## src/gbci_pkg.sv

```systemverilog
// Shared types and constants for the gyro bias calibration and rate integration block.
// Used by the top level, the shared divider and the port checker; depends on nothing.
package gbci_pkg;

	localparam int MAX_CAL_SAMPLES = 64;
	localparam int SAMPLE_BITS     = 10;
	localparam int CNT_W           = 7;
	localparam int ACC_W           = 16;
	localparam int DIV_STEPS       = ACC_W;

	// register indexes of the configuration port
	localparam logic CFG_CAL_SAMPLES = 1'b0;
	localparam logic CFG_YAW_HALF    = 1'b1;

	// item function codes
	localparam logic FUNC_SAMPLE  = 1'b0;
	localparam logic FUNC_RESTART = 1'b1;

	typedef struct packed {
		logic                   func;
		logic [SAMPLE_BITS-1:0] roll_sample;
		logic [SAMPLE_BITS-1:0] pitch_sample;
		logic [SAMPLE_BITS-1:0] yaw_sample;
		logic signed [15:0]     roll_drift_fix;
		logic signed [15:0]     pitch_drift_fix;
		logic signed [7:0]      yaw_stick;
	} in_item_t;

	typedef struct packed {
		logic signed [15:0] roll_att;
		logic signed [15:0] pitch_att;
		logic signed [15:0] yaw_att;
		logic signed [7:0]  roll_rate_byte;
		logic signed [7:0]  pitch_rate_byte;
		logic signed [7:0]  yaw_rate_byte;
		logic               calibrating;
	} out_item_t;

	// divider command and status
	typedef struct packed {
		logic             start;
		logic [ACC_W-1:0] dividend;
		logic [CNT_W-1:0] divisor;
	} div_ctl_t;

	typedef struct packed {
		logic             busy;
		logic             done;
		logic [ACC_W-1:0] quotient;
	} div_sts_t;

	// saturate the calibration count register to the supported maximum
	function automatic logic [CNT_W-1:0] eff_count(input logic [CNT_W-1:0] c);
		if (c > CNT_W'(MAX_CAL_SAMPLES)) begin
			return CNT_W'(MAX_CAL_SAMPLES);
		end
		return c;
	endfunction

endpackage

```

## src/gbci_div.sv

```systemverilog
// Shared restoring divider: 16-bit dividend by a small unsigned divisor, one bit per cycle.
// Depends on gbci_pkg for widths and the command/status structs.
module gbci_div (
	input  logic              clk,
	input  logic              arst_n,
	input  gbci_pkg::div_ctl_t ctl,
	output gbci_pkg::div_sts_t sts
);
	import gbci_pkg::*;

	localparam int STEP_W = $clog2(DIV_STEPS + 1);

	logic [ACC_W-1:0]  dvd_q;
	logic [CNT_W-1:0]  rem_q;
	logic [CNT_W-1:0]  dsr_q;
	logic [STEP_W-1:0] step_q;
	logic              busy_q;
	logic              done_q;

	logic [CNT_W:0] trial;
	logic [CNT_W:0] diff;
	logic           ge;
	logic           last_step;

	// trial subtract of the next partial remainder
	always_comb begin
		trial = {rem_q, dvd_q[ACC_W-1]};
		diff  = trial - {1'b0, dsr_q};
		ge    = trial >= {1'b0, dsr_q};
	end

	assign last_step = busy_q && !ctl.start && (step_q == STEP_W'(DIV_STEPS - 1));

	// sequence control
	always_ff @(posedge clk or negedge arst_n) begin
		if (!arst_n) begin
			busy_q <= 1'b0;
			done_q <= 1'b0;
			step_q <= '0;
		end else begin
			done_q <= last_step;
			if (ctl.start) begin
				busy_q <= 1'b1;
				step_q <= '0;
			end else if (busy_q) begin
				step_q <= step_q + STEP_W'(1);
				if (last_step) begin
					busy_q <= 1'b0;
				end
			end
		end
	end

	// shift quotient bits into the dividend register
	always_ff @(posedge clk) begin
		if (ctl.start) begin
			dvd_q <= ctl.dividend;
			rem_q <= '0;
			dsr_q <= ctl.divisor;
		end else if (busy_q) begin
			dvd_q <= {dvd_q[ACC_W-2:0], ge};
			rem_q <= ge ? diff[CNT_W-1:0] : trial[CNT_W-1:0];
		end
	end

	assign sts.busy     = busy_q;
	assign sts.done     = done_q;
	assign sts.quotient = dvd_q;

endmodule

```

## src/gyro_bias_calibrate_integrate.sv

```systemverilog
// Gyro bias calibration and rate integration, top level.
// Depends on gbci_pkg and the shared divider gbci_div.
//
// One item is taken at a time; in_stall stays high from acceptance until its result has
// moved into the output register. A restart, an ordinary calibration sample or a run sample
// goes straight to the push state. After the last calibration sample the three bias sums are
// divided one after another by the sample count in one shared 16-step restoring divider.
// The output register holds a result while out_stall is high, and the block accepts the next
// item meanwhile. No memories, no clearing pass after reset.
module gyro_bias_calibrate_integrate (
	input  logic                clk,
	input  logic                arst_n,
	input  logic                in_valid,
	output logic                in_stall,
	input  gbci_pkg::in_item_t  in_item,
	output logic                out_valid,
	input  logic                out_stall,
	output gbci_pkg::out_item_t out_item,
	input  logic                cfg_we,
	input  logic                cfg_index,
	input  logic [gbci_pkg::CNT_W-1:0] cfg_wdata
);
	import gbci_pkg::*;

	localparam logic [1:0] ST_IDLE   = 2'd0;
	localparam logic [1:0] ST_DSTART = 2'd1;
	localparam logic [1:0] ST_DWAIT  = 2'd2;
	localparam logic [1:0] ST_PUSH   = 2'd3;

	localparam logic [1:0] AX_ROLL  = 2'd0;
	localparam logic [1:0] AX_PITCH = 2'd1;
	localparam logic [1:0] AX_YAW   = 2'd2;

	logic [1:0]       state_q;
	logic [1:0]       axis_q;
	logic [CNT_W-1:0] cal_cfg_q;
	logic             yaw_half_q;
	logic [CNT_W-1:0] samples_left_q;
	logic [CNT_W-1:0] n_q;
	logic [ACC_W-1:0] bias_q  [3];
	logic [ACC_W-1:0] angle_q [3];
	out_item_t        res_d;
	out_item_t        res_q;
	out_item_t        out_item_q;
	logic             out_valid_q;

	div_ctl_t div_ctl;
	div_sts_t div_sts;

	logic             accept;
	logic             push;
	logic [CNT_W-1:0] eff;
	logic [ACC_W-1:0] sum_r, sum_p, sum_y;
	logic [16:0]      rr, pr, yr, yr_adj, yr_h;
	logic [17:0]      yw;
	logic [ACC_W-1:0] ang_r, ang_p, ang_y;

	// rate / 4 truncated toward zero, low 8 bits
	function automatic logic [7:0] quarter17(input logic [16:0] x);
		logic [16:0] adj;
		adj = x + {15'b0, x[16], x[16]};
		return adj[9:2];
	endfunction

	function automatic logic [7:0] quarter18(input logic [17:0] x);
		logic [17:0] adj;
		adj = x + {16'b0, x[17], x[17]};
		return adj[9:2];
	endfunction

	assign in_stall = state_q != ST_IDLE;
	assign accept   = in_valid && !in_stall;
	assign push     = (state_q == ST_PUSH) && (!out_valid_q || !out_stall);
	assign eff      = eff_count(cal_cfg_q);

	// bias sums and run-time rates, angles
	always_comb begin
		sum_r  = bias_q[AX_ROLL] + ACC_W'(in_item.roll_sample);
		sum_p  = bias_q[AX_PITCH] + ACC_W'(in_item.pitch_sample);
		sum_y  = bias_q[AX_YAW] + ACC_W'(in_item.yaw_sample);
		rr     = 17'(in_item.roll_sample) - {1'b0, bias_q[AX_ROLL]};
		pr     = 17'(in_item.pitch_sample) - {1'b0, bias_q[AX_PITCH]};
		yr     = 17'(in_item.yaw_sample) - {1'b0, bias_q[AX_YAW]};
		yr_adj = yr + {16'b0, yr[16]};
		yr_h   = yaw_half_q ? {yr_adj[16], yr_adj[16:1]} : yr;
		yw     = {yr_h[16], yr_h} + {{10{in_item.yaw_stick[7]}}, in_item.yaw_stick};
		ang_r  = angle_q[AX_ROLL] + rr[ACC_W-1:0] + in_item.roll_drift_fix;
		ang_p  = angle_q[AX_PITCH] + pr[ACC_W-1:0] + in_item.pitch_drift_fix;
		ang_y  = angle_q[AX_YAW] + yw[ACC_W-1:0];
	end

	// drive the shared divider
	always_comb begin
		div_ctl.start    = state_q == ST_DSTART;
		div_ctl.dividend = bias_q[axis_q] + ACC_W'(n_q >> 1);
		div_ctl.divisor  = n_q;
	end

	gbci_div u_div (
		.clk    (clk),
		.arst_n (arst_n),
		.ctl    (div_ctl),
		.sts    (div_sts)
	);

	// configuration registers
	always_ff @(posedge clk or negedge arst_n) begin
		if (!arst_n) begin
			cal_cfg_q  <= CNT_W'(MAX_CAL_SAMPLES);
			yaw_half_q <= 1'b0;
		end else if (cfg_we) begin
			unique case (cfg_index)
				CFG_CAL_SAMPLES: cal_cfg_q <= cfg_wdata;
				CFG_YAW_HALF:    yaw_half_q <= cfg_wdata[0];
				default:         ;
			endcase
		end
	end

	// sequencer and block state
	always_ff @(posedge clk or negedge arst_n) begin
		if (!arst_n) begin
			state_q        <= ST_IDLE;
			axis_q         <= AX_ROLL;
			samples_left_q <= CNT_W'(MAX_CAL_SAMPLES);
			n_q            <= CNT_W'(1);
			for (int i = 0; i < 3; i++) begin
				bias_q[i]  <= '0;
				angle_q[i] <= '0;
			end
		end else begin
			unique case (state_q)
				ST_IDLE: begin
					if (accept) begin
						if (in_item.func == FUNC_RESTART) begin
							samples_left_q <= eff;
							for (int i = 0; i < 3; i++) begin
								bias_q[i]  <= '0;
								angle_q[i] <= '0;
							end
							state_q <= ST_PUSH;
						end else if (samples_left_q != '0) begin
							bias_q[AX_ROLL]  <= sum_r;
							bias_q[AX_PITCH] <= sum_p;
							bias_q[AX_YAW]   <= sum_y;
							for (int i = 0; i < 3; i++) begin
								angle_q[i] <= '0;
							end
							samples_left_q <= samples_left_q - CNT_W'(1);
							if (samples_left_q == CNT_W'(1)) begin
								n_q     <= (eff == '0) ? CNT_W'(1) : eff;
								axis_q  <= AX_ROLL;
								state_q <= ST_DSTART;
							end else begin
								state_q <= ST_PUSH;
							end
						end else begin
							angle_q[AX_ROLL]  <= ang_r;
							angle_q[AX_PITCH] <= ang_p;
							angle_q[AX_YAW]   <= ang_y;
							state_q           <= ST_PUSH;
						end
					end
				end
				ST_DSTART: begin
					state_q <= ST_DWAIT;
				end
				ST_DWAIT: begin
					if (div_sts.done) begin
						bias_q[axis_q] <= div_sts.quotient;
						if (axis_q == AX_YAW) begin
							state_q <= ST_PUSH;
						end else begin
							axis_q  <= axis_q + 2'd1;
							state_q <= ST_DSTART;
						end
					end
				end
				ST_PUSH: begin
					if (push) begin
						state_q <= ST_IDLE;
					end
				end
				default: state_q <= ST_IDLE;
			endcase
		end
	end

	// form the result of the item being accepted
	always_comb begin
		res_d = '0;
		if (in_item.func == FUNC_RESTART) begin
			res_d.calibrating = eff != '0;
		end else if (samples_left_q != '0) begin
			res_d.calibrating = 1'b1;
		end else begin
			res_d.roll_att        = ang_r;
			res_d.pitch_att       = ang_p;
			res_d.yaw_att         = ang_y;
			res_d.roll_rate_byte  = quarter17(rr);
			res_d.pitch_rate_byte = quarter17(pr);
			res_d.yaw_rate_byte   = quarter18(yw);
		end
	end

	// hold the result of the accepted item
	always_ff @(posedge clk) begin
		if (accept) begin
			res_q <= res_d;
		end
	end

	// output register valid
	always_ff @(posedge clk or negedge arst_n) begin
		if (!arst_n) begin
			out_valid_q <= 1'b0;
		end else if (push) begin
			out_valid_q <= 1'b1;
		end else if (out_valid_q && !out_stall) begin
			out_valid_q <= 1'b0;
		end
	end

	// output register payload
	always_ff @(posedge clk) begin
		if (push) begin
			out_item_q <= res_q;
		end
	end

	assign out_valid = out_valid_q;
	assign out_item  = out_item_q;

endmodule

```

## config.mk

```make
export PLATFORM = sky130hd
export DESIGN_NAME = gyro_bias_calibrate_integrate
export DESIGN_NICKNAME = d
export VERILOG_FILES = /design/src/gbci_pkg.sv /design/src/gbci_div.sv /design/src/gyro_bias_calibrate_integrate.sv
export SDC_FILE = /design/constraint.sdc
export NUM_CORES = 1
export LEC_CHECK = 0
export ABC_AREA = 1
export BUFFER_PORTS_ARGS = -buffer_cell sky130_fd_sc_hd__buf_2
export CORE_MARGIN = 5
export CORE_UTILIZATION = 55
export DETAILED_ROUTE_END_ITERATION = 6
export GPL_ROUTABILITY_DRIVEN = 0
export PLACE_DENSITY = 0.73
export SLEW_MARGIN = 25
export SYNTH_ARGS = -nofsm -noshare
export SYNTH_HDL_FRONTEND = slang
export SYNTH_SLANG_ARGS = --single-unit
```

## constraint.sdc

```tcl
create_clock -name clk -period 6.4 [get_ports clk]
set_input_delay 1.6 -clock clk [delete_from_list [all_inputs] [get_ports clk]]
set_output_delay 1.6 -clock clk [all_outputs]
set_load 0.1 [all_outputs]
```

---- Word-level counts from Yosys, hierarchy flattened ----
Index checks and enable logic that the tools add are counted.
W data, S select, Z words.
storage, ports and cells
  word-level logic and storage cells ...... 151
  input port bits ......................... 84
  register bits after elaboration ......... 306
operators by class
  bitwise operators ....................... 3
  equal/unequal tests ..................... 14
  $lt $le $gt $ge ......................... 4
  reduce and logical (&&, ||, !) cells .... 29
  muxes and demuxes ....................... 47
  $add $sub $neg .......................... 21
operator list
  operator              number
  $mux W48              6
  $pmux W48 S2          1
  $add A16 B16 Y16      5
  $mux W16              5
  $sub A10 B16 Y17      3
  $add A16 B10 Y16      3
  $bwmux W48            1
  $mux W7               6
  $bmux W16 S2          1
  $demux W16 S2         1
  $add A10 B2 Y10       3
  $mux W2               13
  $add A17 B8 Y18       1
  $add A17 B1 Y17       1
  $mux W17              1
  $add A16 B6 Y16       1
  $reduce_bool A7 Y1    2
  $ne A2 B2 Y1 const B  6
  $mux W5               2
  $reduce_bool A2 Y1    5
  $ge A8 B7 Y1          1
  $mux W1               8
  $pmux W2 S4           1
  $eq A7 B1 Y1 const B  1
  other kinds (26)      40

---- Longest topological paths before layout ----
Gate-level depths: netlist of run 1.
  word-level depth ........................ 8
  mapped depth ............................ 39

---- Modules after synthesis ----
A second synthesis of run 1 with hierarchy kept.
second synthesis, totals
  cell total of the unflattened synthesis .. 2746
  area, all modules ....................... 21881.0 µm²
modules (own cells, without submodules)
  module                         cells each  area each (µm²)  instances  sequential area each (µm²)
  gyro_bias_calibrate_integrate  2521        19914.1          1          7465.9
  gbci_div                       225         1966.9           1          1006.0

---- Least setup slack after synthesis of run 1 ----
OpenSTA, ideal clock, no wires.
  path type ............................... input port to flip-flop
  from .................................... input in_item[40] in the netlist's numbering
  to ...................................... register res_q[38] in the netlist's numbering (data pin)
  arrival ................................. 5662 ps
  buffers on the path ..................... 0
  setup time .............................. 255 ps
  setup slack ............................. 482 ps
  cell stages on the path ................. 33
  cell sequence ........................... inv_1 ha_1 fa_1 inv_1 nand2_1 nand2_1 nand3_1 nand2_1 nand2_1 nand2_1 nor2_2 ha_1 nand3_1 o21ai_0 nand2_1 xnor2_1 ha_1 a21oi_1 nor2_1 nor2_1 nand2_1 nand2_1 nand2_1 xor2_1 ha_1 nand2_1 inv_1 a21boi_0 nand3_1 inv_1 o21bai_1 or2_2 and3_1
between the ends
  cells in the longest elaborated chain, start to end .. 5
ends and longest elaborated chain
  item                  RTL line                              RTL
  from (decl)           gyro_bias_calibrate_integrate.sv:15   input gbci_pkg::in_item_t in_item,
  $sub A10 B16 Y17 (*)  gyro_bias_calibrate_integrate.sv:83   yr = 17'(in_item.yaw_sample) - {1'b0, bias_q[AX_YAW]};
  $add A17 B1 Y17       gyro_bias_calibrate_integrate.sv:84   yr_adj = yr + {16'b0, yr[16]};
  $mux W17 (*)          gyro_bias_calibrate_integrate.sv:85   yr_h = yaw_half_q ? {yr_adj[16], yr_adj[16:1]} : yr;
  $add A17 B8 Y18 (*)   gyro_bias_calibrate_integrate.sv:86   yw = {yr_h[16], yr_h} + {{10{in_item.yaw_stick[7]}}, in_item.yaw_stick};
  $add A16 B16 Y16 (*)  gyro_bias_calibrate_integrate.sv:89   ang_y = angle_q[AX_YAW] + yw[ACC_W-1:0];
  to (signal assigned)  gyro_bias_calibrate_integrate.sv:209  res_q <= res_d;
  to (decl)             gyro_bias_calibrate_integrate.sv:43   out_item_t res_q;
Mark *: on every way between the ends. The rest lies on a longest branch, timed or not.
A chain may end at the register's enable or synchronous reset.

---- Worst setup path in the final report of run 1 ----
  from .................................... input in_item[45] in the netlist's numbering
  to ...................................... register res_q[38] in the netlist's numbering (data pin)
Same word-level chain as after synthesis.

==> run_results.csv, run 1 <==
group,metric,value,unit
yosys,yosysSeqAreaShare,39.50,%
outcome,outcome,"completed",
power,comb_power_share,21.4,%
die,die_y,207.5,microns
setup_path,timing.rr.start,"bias_q[7]$_DFFE_PN0P_",
power,p_int,3701,uW
setup_path,crit_arrival,6.30,ns
power,power_switching,1616,uW
clock_tree,cts.sinks,306,
setup_path,path_max_fanout,7,
route,drc,0,
yosys,syn_area,0.02145,sq mm
timing,period_needed,6.006,ns
power,clkPwrFrac,38.6,%
timing,slew_headroom,33.93,%
route,num_vias,18730,
setup_path,slowest_stage,"ha_1",
yosys,synth-edff-count,169,
clock_tree,cts_tree,"done",
power,p_leak,0.01171,uW
power,p_seq_share,39.9,%
die,die_area,0.04305,sq mm
route,vias_per_cell,5.501,
setup_path,end_kind,"flip-flop",
clock_tree,htreeDepth,2,
clock_tree,clk_pin_slew,0.06,ns
die,core,0.03865,sq mm
yosys,yosys-top-cells-area,"edfxtp_1 (24%), dfrtp_1 (15%), nand2_1 (9.8%)",
setup_path,reg2reg_depth,33,
placement,place_inst,3333,
final_layout,drive_gt1_share,10.86,%
timing,slew_violations,0,
final_layout,final_util,62.20,%
setup_path,rrSetupSlack,1.11,ns
power,vdd_drop_max,0.1852,mV
setup_path,cpMostUsedCell,"nand2_1",
grt,grt_max_degree,139,
clock_tree,clock_path_buffers,3,
placement,io_buffers,158,
grt,grt_first_pass_wirelength,91470,microns
yosys,yosys-top-cells-count,"nand2_1 (562), inv_1 (454), nor2_1 (237)",
yosys,yosysMostFrequentCell,"nand2_1",
setup_path,cp.required,6.70,ns
min_path,min_from,"res_q[62]$_SDFFCE_PN0P_",
clock_tree,clockRootBuffer,"clkbuf_16",
grt,grt_pass1_vias,18140,
setup_path,crit_start,"in_item[45]",
yosys,synth_cells,2698,
yosys,synthFlopType,"edfxtp_1",
grt,antenna_found_initial,4,
timing,worst-slew-pin-transition,0.9889,ns
final_layout,area_delta_synth_final,12.07,%
clock_tree,numCtsBuffers,35,
power,power.density,221.2,mW/mm^2
clock_tree,clk_latency,0.55,ns
min_path,min_path_cells,0,
yosys,synth_seq_cells,306,
final_layout,finalNonFillerCells,3405,
yosys,synth_nets,2972,
placement,placed_area,0.02280,sq mm
die,die_width,207.5,microns
power,power.total,5318,uW
route,avgRoutedWirePerCell,16.54,microns
power,switching_share,30.40,%
route,wl,56330,microns
yosys,syn_area_per_cell,7.950,sq um
timing,setup_viol,0,
grt,grt_overflow,0,
timing,hold_viol_final,0,
timing,fmax,0.1665,GHz
setup_path,crit_path_max_incr_delay,0.40,ns
route,ant_nets,0,
die,ios,159,
timing,fin_skew,0.02418,ns
setup_path,critPathKind,"input pin to flip-flop",
clock_tree,cts_hold_buffers,0,
yosys,synth_top_area_share,23.66,%
timing,finalCritPeriodShare,93.84,%
min_path,hold_class,"flip-flop to flip-flop",
min_path,min_to,"out_item[62]$_DFFE_PP_",
yosys,synth_cell_type_count,57,
flow_run,maxCapViolations,0,
die,initial_core_util,55.50,%
die,rows,72,
setup_path,r2r-end,"res_q[38]$_SDFFCE_PN0P_",
final_layout,final_area,0.02404,sq mm
route,dr.first_iter.drc_count,1599,
grt,grt_usage,25.66,%
setup_path,startpoint_type,"input pin",
yosys,yosys_warnings,0,
final_layout,nets,3130,
yosys,synth_area_leader_cell,"edfxtp_1",
placement,dpl.hpwl,42630,microns
yosys,synthArstFlopShare,42.48,%
route,drtPass1Iterations,6,
## worst max-delay path: cells and delay by family
kind | cells | cell delay [ns]
AO/OA/AOI/OAI | 5 | 0.84
buffers and inverters | 4 | 0.36
XOR/XNOR | 1 | 0.17
adder cells (fa/ha/maj) | 4 | 1.28
AND/OR/NAND/NOR | 19 | 2.04
## layout make-up
| class | instances | area, sq um |
|---|---|---|
| repair buffers | 187 | 1047 |
| inverters | 463 | 1743 |
| flip-flops and latches | 306 | 8472 |
| diodes | 4 | 10.01 |
| clock buffers | 43 | 947.2 |
| fillers | 3342 | 14610 |
| multi-input cells | 1863 | 10960 |
| well taps | 518 | 648.1 |
| clock inverters | 21 | 211.5 |
## registers in the layout, indices dropped and copies added, names as in the netlist
register        count
out_item           73
u_div.busy_q        1
yaw_half_q          1
samples_left_q      7
axis_q              2
u_div.done_q        1
res_q              73
cal_cfg_q           7
angle_q            48
u_div.rem_q         7
out_valid           1
u_div.dsr_q         7
bias_q             48
u_div.dvd_q        16
n_q                 7
u_div.step_q        5
state_q             2
## placed cells by master, fill, tap and decap left out, drive strengths merged, types with 29 or more instances in the layout
master / n
nand2: 565
inv: 465
nor2: 245
a21oi: 204
o21ai: 189
buf: 187
edfxtp: 169
ha: 148
nand3: 147
dfrtp: 127
xor2: 51
clkbuf: 43
fa: 42
a22oi: 37
nor3: 32
nand4: 29
## metal layers
metal / vias up / GRT usage [%] / wire (microns)
met5: - / 0 / 21
met4: 4 / 8.641 / 1736
met3: 114 / 4.126 / 4375
met2: 697 / 41.44 / 25750
met1: 8734 / 35.58 / 24440
li1: 9182 / - / -
## through the flow
stage / setup slack [ns] / hold slack, ns / setup TNS, ns
after floorplan: 0.4823 / 0.4003 / 0
after global placement: 0.06551 / 0.4003 / 0
after detailed placement: -0.1031 / 0.4045 / -0.1031
after CTS: 0.4640 / 0.4078 / 0
after global routing: -0.09548 / 0.4215 / -0.3411
final: 0.3943 / 0.4141 / 0
## worst max-delay path by stage
stage	slack (ns)	end	cells past startpoint
floorplan	0.48	res_q[38]$_SDFFCE_PN0P_	33
global placement	0.07	res_q[38]$_SDFFCE_PN0P_	34
detailed placement	-0.10	res_q[38]$_SDFFCE_PN0P_	34
CTS	0.46	res_q[38]$_SDFFCE_PN0P_	34
global route	-0.1	angle_q[14]$_DFFE_PN0P_	40
finish	0.39	res_q[38]$_SDFFCE_PN0P_	33
## cells by family (layout without fill, tap and decap cells)
group / count (synthesis) / count (layout) / synth area share (%)
AND/OR/NAND/NOR: 1060 / 1060 / 20.67
AO/OA/AOI/OAI: 541 / 541 / 14.66
buffers and inverters: 529 / 714 / 9.584
flip-flops: 306 / 306 / 39.50
adder cells (fa/ha/maj): 190 / 190 / 12.55
XOR/XNOR: 64 / 64 / 2.613
multiplexers: 8 / 8 / 0.4200
other: 0 / 4 / 0
## power groups by stage
stage	Clock [uW]	Sequential [uW]	Combinational, uW
after floorplan	0	2150	805
after global placement	0	2160	1060
after detailed placement	0	2160	1100
after CTS	2090	2120	1110
after global routing	2180	2130	1300
final	2050	2120	1140
## repair_timing
item | CTS | global route
buffers inserted | 0 | 3
resized for setup | 0 | 5
endpoints found under the setup margin | 0 | 5
Power figures use the tool's default switching activity.
==> inputs of run 2 (changes only) <==
--- a/config.mk
+++ b/config.mk
@@ -5,7 +5,6 @@
 export SDC_FILE = /design/constraint.sdc
 export NUM_CORES = 1
 export LEC_CHECK = 0
-export ABC_AREA = 1
 export BUFFER_PORTS_ARGS = -buffer_cell sky130_fd_sc_hd__buf_2
 export CORE_MARGIN = 5
 export CORE_UTILIZATION = 55
==> run 2 against run 1 <==
  * The run now ends with setup timing left
  * Non-clock buffer count increased by 161
  * Setup slack worse by 0.59 ns
  * Clock skew down 0.0092 ns
  * Global-route usage is 0.089 points higher
  * Routed wire length down 2.7%
  * Synthesized cell count shrank 20%
  * Hold slack barely moved
  * Largest cell class unchanged
  * Highest routed layer is now met4
==> run_results.csv, run 2 <==
group,metric,value,unit
clock_tree,clock_path_buffers,3,
final_layout,antennaDiodeCount,0,
placement,io_buffers,158,
yosys,synth-edff-count,169,
yosys,synth_top_area_share,24.32,%
timing,period_needed,6.596,ns
yosys,synth_nets,2431,
timing,fmax,0.1516,GHz
yosys,synthFlopType,"edfxtp_1",
setup_path,crit_arrival,6.98,ns
setup_path,path_depth,26,
timing,rsz0062_at_grt,"true",
clock_tree,htreeDepth,2,
placement,place_inst,2906,
grt,grt_overflow,0,
route,drc,0,
timing,slew_violations,0,
timing,slew_headroom,28.90,%
setup_path,startpoint_type,"input pin",
grt,antenna_found_initial,0,
final_layout,drive_gt1_share,22.52,%
yosys,synth_area_leader_cell,"edfxtp_1",
clock_tree,clk_pin_slew,0.07,ns
setup_path,cpMostUsedCell,"a21o_1",
final_layout,seq_area,0.008472,sq mm
outcome,outcome,"complete, but fails checks",
setup_path,crit_path_max_incr_delay,0.51,ns
route,num_vias,17180,
min_path,min_path_cells,0,
final_layout,final_area,0.02516,sq mm
yosys,yosysSeqAreaShare,40.60,%
setup_path,critPathKind,"input pin to flip-flop",
timing,finalCritPeriodShare,103.1,%
grt,grt_max_degree,82,
timing,worst_slack,-0.1958,ns
placement,dpl_worst_slack,-0.9994,ns
route,vias_per_cell,5.740,
die,die_width,204.8,microns
timing,worst-slew-pin-transition,1.067,ns
grt,grt_usage,25.75,%
die,rows,71,
yosys,yosys-top-cells-count,"inv_1 (232), nand2_1 (179), edfxtp_1 (169)",
timing,fin_skew,0.01495,ns
route,avgRoutedWirePerCell,18.32,microns
clock_tree,cts_tree,"done",
clock_tree,clk_latency,0.54,ns
setup_path,timing.rr.start,"bias_q[1]$_DFFE_PN0P_",
final_layout,mostFrequentLayoutCells,"inv_1 (231), buf_4 (183), nand2_1 (177), edfxtp_1 (169), buf_2 (156)",
die,ios,159,
final_layout,fillers,2913,
clock_tree,cts.sinks,306,
final_layout,nets,2729,
route,ant_nets,0,
die,die_y,204.8,microns
yosys,synthArstFlopShare,42.48,%
yosys,synth_seq_cells,306,
timing,hold_viol_final,0,
setup_path,path_max_fanout,4,
die,core,0.03758,sq mm
setup_path,r2r-end,"res_q[8]$_SDFFCE_PN0P_",
timing,setup_viol,10,
clock_tree,cts_hold_buffers,0,
timing,fin_setup_tns,-0.7800,ns
final_layout,area_delta_synth_final,20.57,%
grt,grt_pass1_vias,17120,
setup_path,slowest_stage,"or4_1",
yosys,synth_cell_type_count,98,
setup_path,cp_num_buf_inv,2,
yosys,yosys-top-cells-area,"edfxtp_1 (24%), dfrtp_1 (15%), ha_1 (8.9%)",
final_layout,multi_input_area,0.01172,sq mm
setup_path,reg2reg_depth,24,
min_path,hold_class,"flip-flop to flip-flop",
yosys,syn_area_per_cell,9.674,sq um
die,die_area,0.04193,sq mm
placement,placed_area,0.02340,sq mm
final_layout,finalNonFillerCells,2993,
clock_tree,clockRootBuffer,"clkbuf_16",
setup_path,crit_path_end,"res_q[8]$_SDFFCE_PN0P_",
grt,grt_first_pass_wirelength,87690,microns
yosys,yosys_warnings,0,
outcome,violations,"setup timing",
placement,dpl.hpwl,40860,microns
setup_path,crit_start,"in_item[40]",
setup_path,end_kind,"flip-flop",
setup_path,cp.required,6.78,ns
final_layout,layout_commonest_cell,"inv_1",
yosys,synth_cells,2157,
setup_path,rrSetupSlack,0.45,ns
route,wl,54820,microns
route,drtPass1Iterations,5,
setup_path,critical_path.top_delay_family,"compound AO/OA/AOI/OAI gates",
clock_tree,numCtsBuffers,35,
die,initial_core_util,55.53,%
route,dr.first_iter.drc_count,1338,
yosys,syn_area,0.02087,sq mm
yosys,yosysMostFrequentCell,"inv_1",
flow_run,maxCapViolations,0,
==> run 2: cell count changes after synthesis, sizes merged, moves of 33 or more <==
cell    change
clkbuf     +33
nand3     -107
xnor2      +86
nand2     -386
nor2       -91
o21ai      -67
a22oi      -34
inv       -228
a21oi      -77
==> run 2: logic make-up (layout without fill, tap and decap cells) <==
kind of cell	Yosys count	in the layout	share of synthesized area, %
AO/OA/AOI/OAI	517	517	16.66
flip-flops	306	306	40.60
multiplexers	67	67	3.424
XOR/XNOR	146	146	6.164
buffers and inverters	320	645	5.984
AND/OR/NAND/NOR	611	611	14.27
adder cells (fa/ha/maj)	190	190	12.90
==> run 2: per-stage QoR <==
step | util (%) | hold WS, ns
after floorplan | - | 0.4003
after global placement | 62.27 | 0.4008
after detailed placement | 62.27 | 0.4045
after CTS | 65.99 | 0.4145
after global routing | 66.95 | 0.4254
final | 66.95 | 0.4140
==> run 2: cell type report <==
class	count	area share, %
Multi-Input combinational cell	1531	46.58
Timing Repair Buffer	348	9.066
Inverter	233	3.536
Clock inverter	15	0.7112
Tap cell	511	2.541
Clock buffer	49	3.894
Sequential cell	306	33.67
==> run 2: routing by layer <==
layer | vias to the layer above | track usage [%] | part of all wire [%]
met2 | 537 | 43.28 | 47
met5 | - | 0 | 0
li1 | 8246 | - | -
met3 | 114 | 3.261 | 6.3
met4 | 0 | 7.274 | 2.7
met1 | 8282 | 35.38 | 44
==> run 2: worst min-delay path by stage <==
| stage | slack [ns] | end | from |
|---|---|---|---|
| 5_1_grt | 0.43 | out_item[68]$_DFFE_PP_ | res_q[68]$_SDFFCE_PN0P_ |
| 3_3_place_gp | 0.40 | out_item[25]$_DFFE_PP_ | res_q[25]$_SDFFCE_PN0P_ |
| 6_report | 0.41 | out_item[61]$_DFFE_PP_ | res_q[61]$_SDFFCE_PN0P_ |
| 2_1_floorplan | 0.40 | out_item[0]$_DFFE_PP_ | res_q[0]$_DFFE_PP_ |
| 4_1_cts | 0.41 | out_item[25]$_DFFE_PP_ | res_q[25]$_SDFFCE_PN0P_ |
| 3_5_place_dp | 0.40 | out_item[25]$_DFFE_PP_ | res_q[25]$_SDFFCE_PN0P_ |
==> run 2: timing repair <==
action                                  CTS  global route
endpoints found under the setup margin   21            23
buffers inserted                         13            10
gates resized for setup                  32            43
cloned                                    0             0
pin swaps                                32            35
Power of run 2 is left out: the tool's default activity adds up to more than one toggle a clock period on the data nets, which glitch-free logic cannot reach.
==> inputs of run 3 (changes only) <==
--- a/config.mk
+++ b/config.mk
@@ -7,10 +7,10 @@
 export LEC_CHECK = 0
 export BUFFER_PORTS_ARGS = -buffer_cell sky130_fd_sc_hd__buf_2
 export CORE_MARGIN = 5
-export CORE_UTILIZATION = 55
+export CORE_UTILIZATION = 50
 export DETAILED_ROUTE_END_ITERATION = 6
 export GPL_ROUTABILITY_DRIVEN = 0
-export PLACE_DENSITY = 0.73
+export PLACE_DENSITY = 0.67
 export SLEW_MARGIN = 25
 export SYNTH_ARGS = -nofsm -noshare
 export SYNTH_HDL_FRONTEND = slang
==> run 3 against run 2 <==
  * The flow still finishes with violations (setup timing)
  * Setup slack got worse by 0.012 ns
  * Register-to-register slack worse by 0.03 ns
  * Largest cell class unchanged
  * Sequential cell count stayed put
  * Critical path depth rose by 1
  * Cell count rose by 0.33%
  * Hold slack improved by 0.0037 ns
  * First-iteration DRC count down 7.8%
  * Die area grew 9.5%
  * Cell area about the same
  * Non-clock buffer count fell by 11
  * Critical endpoint unchanged
  * Clock skew up 0.0032 ns
  * Global-route usage is 2.2 points lower
==> run_results.csv, run 3 (synthesized netlist as in run 2, its figures left out) <==
group,metric,value,unit
outcome,outcome,"complete, but fails checks",
outcome,violations,"setup timing",
final_layout,final_area,0.02517,sq mm
placement,dpl.hpwl,41420,microns
placement,dpl_worst_slack,-0.9496,ns
route,avgRoutedWirePerCell,18.46,microns
die,ios,159,
die,rows,74,
route,wl_met1,24960,microns
setup_path,startpoint_type,"input pin",
timing,fmax,0.1513,GHz
timing,setup_viol,12,
timing,finalCritPeriodShare,103.2,%
setup_path,slowest_stage,"or4_1",
die,die_area,0.04592,sq mm
route,ant_nets,0,
clock_tree,clk_pin_slew,0.07,ns
route,dr.first_iter.drc_count,1234,
final_layout,layout_commonest_cell,"inv_1",
clock_tree,cts_hold_buffers,0,
setup_path,cpMostUsedCell,"a21o_1",
setup_path,cp.required,6.77,ns
clock_tree,numCtsBuffers,34,
timing,slew_headroom,26.84,%
final_layout,mostFrequentLayoutCells,"inv_1 (230), nand2_1 (174), buf_4 (173), edfxtp_1 (169), buf_2 (156)",
setup_path,path_max_fanout,3,
route,vias_per_cell,5.714,
die,die_width,214.3,microns
clock_tree,clk_latency,0.52,ns
min_path,min_path_cells,0,
timing,period_needed,6.607,ns
setup_path,end_kind,"flip-flop",
setup_path,crit_path_max_incr_delay,0.48,ns
timing,worst-slew-pin-transition,1.097,ns
clock_tree,cts_tree,"done",
setup_path,crit_arrival,6.98,ns
die,initial_core_util,50.87,%
clock_tree,clock_path_buffers,3,
grt,grt_overflow,0,
placement,io_buffers,158,
die,core,0.04102,sq mm
timing,fin_skew,0.01811,ns
route,drtPass1Iterations,5,
die,die_y,214.3,microns
min_path,hold_class,"flip-flop to flip-flop",
final_layout,area_delta_synth_final,20.61,%
clock_tree,htreeDepth,2,
clock_tree,clockRootBuffer,"clkbuf_16",
route,num_vias,17160,
placement,placed_area,0.02336,sq mm
setup_path,critPathKind,"input pin to flip-flop",
timing,worst_slack,-0.2075,ns
grt,grt_usage,23.59,%
final_layout,drive_gt1_share,22.45,%
grt,grt_first_pass_wirelength,89670,microns
flow_run,maxCapViolations,0,
route,top_layer,"met4",
clock_tree,cts.sinks,306,
grt,antenna_found_initial,1,
timing,slew_violations,0,
route,wl_met3,3182,microns
route,wl,55440,microns
final_layout,nets,2717,
route,drc,0,
timing,hold_viol_final,0,
setup_path,reg2reg_depth,23,
timing,rsz0062_at_grt,"true",
grt,grt_max_degree,89,
grt,grt_pass1_vias,16790,
route,wl_met2,25730,microns
run 3: path summary, 6_finish.rpt:
kind	to	from	slack [ns]
max in group asynchronous	cal_cfg_q[5]$_DFFE_PN0P_	arst_n	4.14
setup reg to reg	res_q[8]$_SDFFCE_PN0P_	bias_q[3]$_DFFE_PN0P_	0.42
hold / removal	out_item[13]$_DFFE_PP_	res_q[13]$_SDFFCE_PN0P_	0.42
min in group asynchronous	yaw_half_q$_DFFE_PN0P_	arst_n	0.94
setup / recovery	res_q[8]$_SDFFCE_PN0P_	in_item[40]	-0.21
hold reg to reg	out_item[13]$_DFFE_PP_	res_q[13]$_SDFFCE_PN0P_	0.42
run 3: stage by stage:
step | instances | hold WS [ns] | util, % | setup TNS [ns]
after floorplan | 2157 | 0.4003 | - | -4.110
after global placement | 2918 | 0.4009 | 56.96 | -12.04
after detailed placement | 2918 | 0.4045 | 56.96 | -14.90
after CTS | 2991 | 0.4184 | 60.33 | -0.2880
after global routing | 3001 | 0.4208 | 61.34 | -4.711
final | 3003 | 0.4176 | 61.36 | -1.001
run 3: critical path, delay by kind of cell:
| family | cells | cell delay [ns] |
|---|---|---|
| AO/OA/AOI/OAI | 9 | 1.67 |
| adder cells (fa/ha/maj) | 4 | 0.92 |
| AND/OR/NAND/NOR | 8 | 2.10 |
| XOR/XNOR | 1 | 0.14 |
| buffers and inverters | 5 | 0.52 |
run 3: what timing repair did:
action | in CTS | in global routing
setup endpoints to repair | 18 | 21
cloned | 0 | 0
pin swaps | 29 | 43
buffers inserted | 12 | 8
gates resized for setup | 29 | 56
run 3: layout make-up:
class                   instances  area [sq um]
diodes                          3         7.507
clock buffers                  42         962.2
clock inverters                19         182.7
fillers                      3372         15850
inverters                     233         889.6
multi-input cells            1531         11790
flip-flops and latches        306          8472
well taps                     532         665.6
repair buffers                337          2195
run 3: per-layer routing:
layer / global-route usage [%] / vias to the layer above
li1: - / 8238
met1: 33.55 / 8369
met2: 38.27 / 457
met3: 3.275 / 95
met4: 6.313 / 0
met5: 0 / -
Power of run 3 is left out for the same reason.
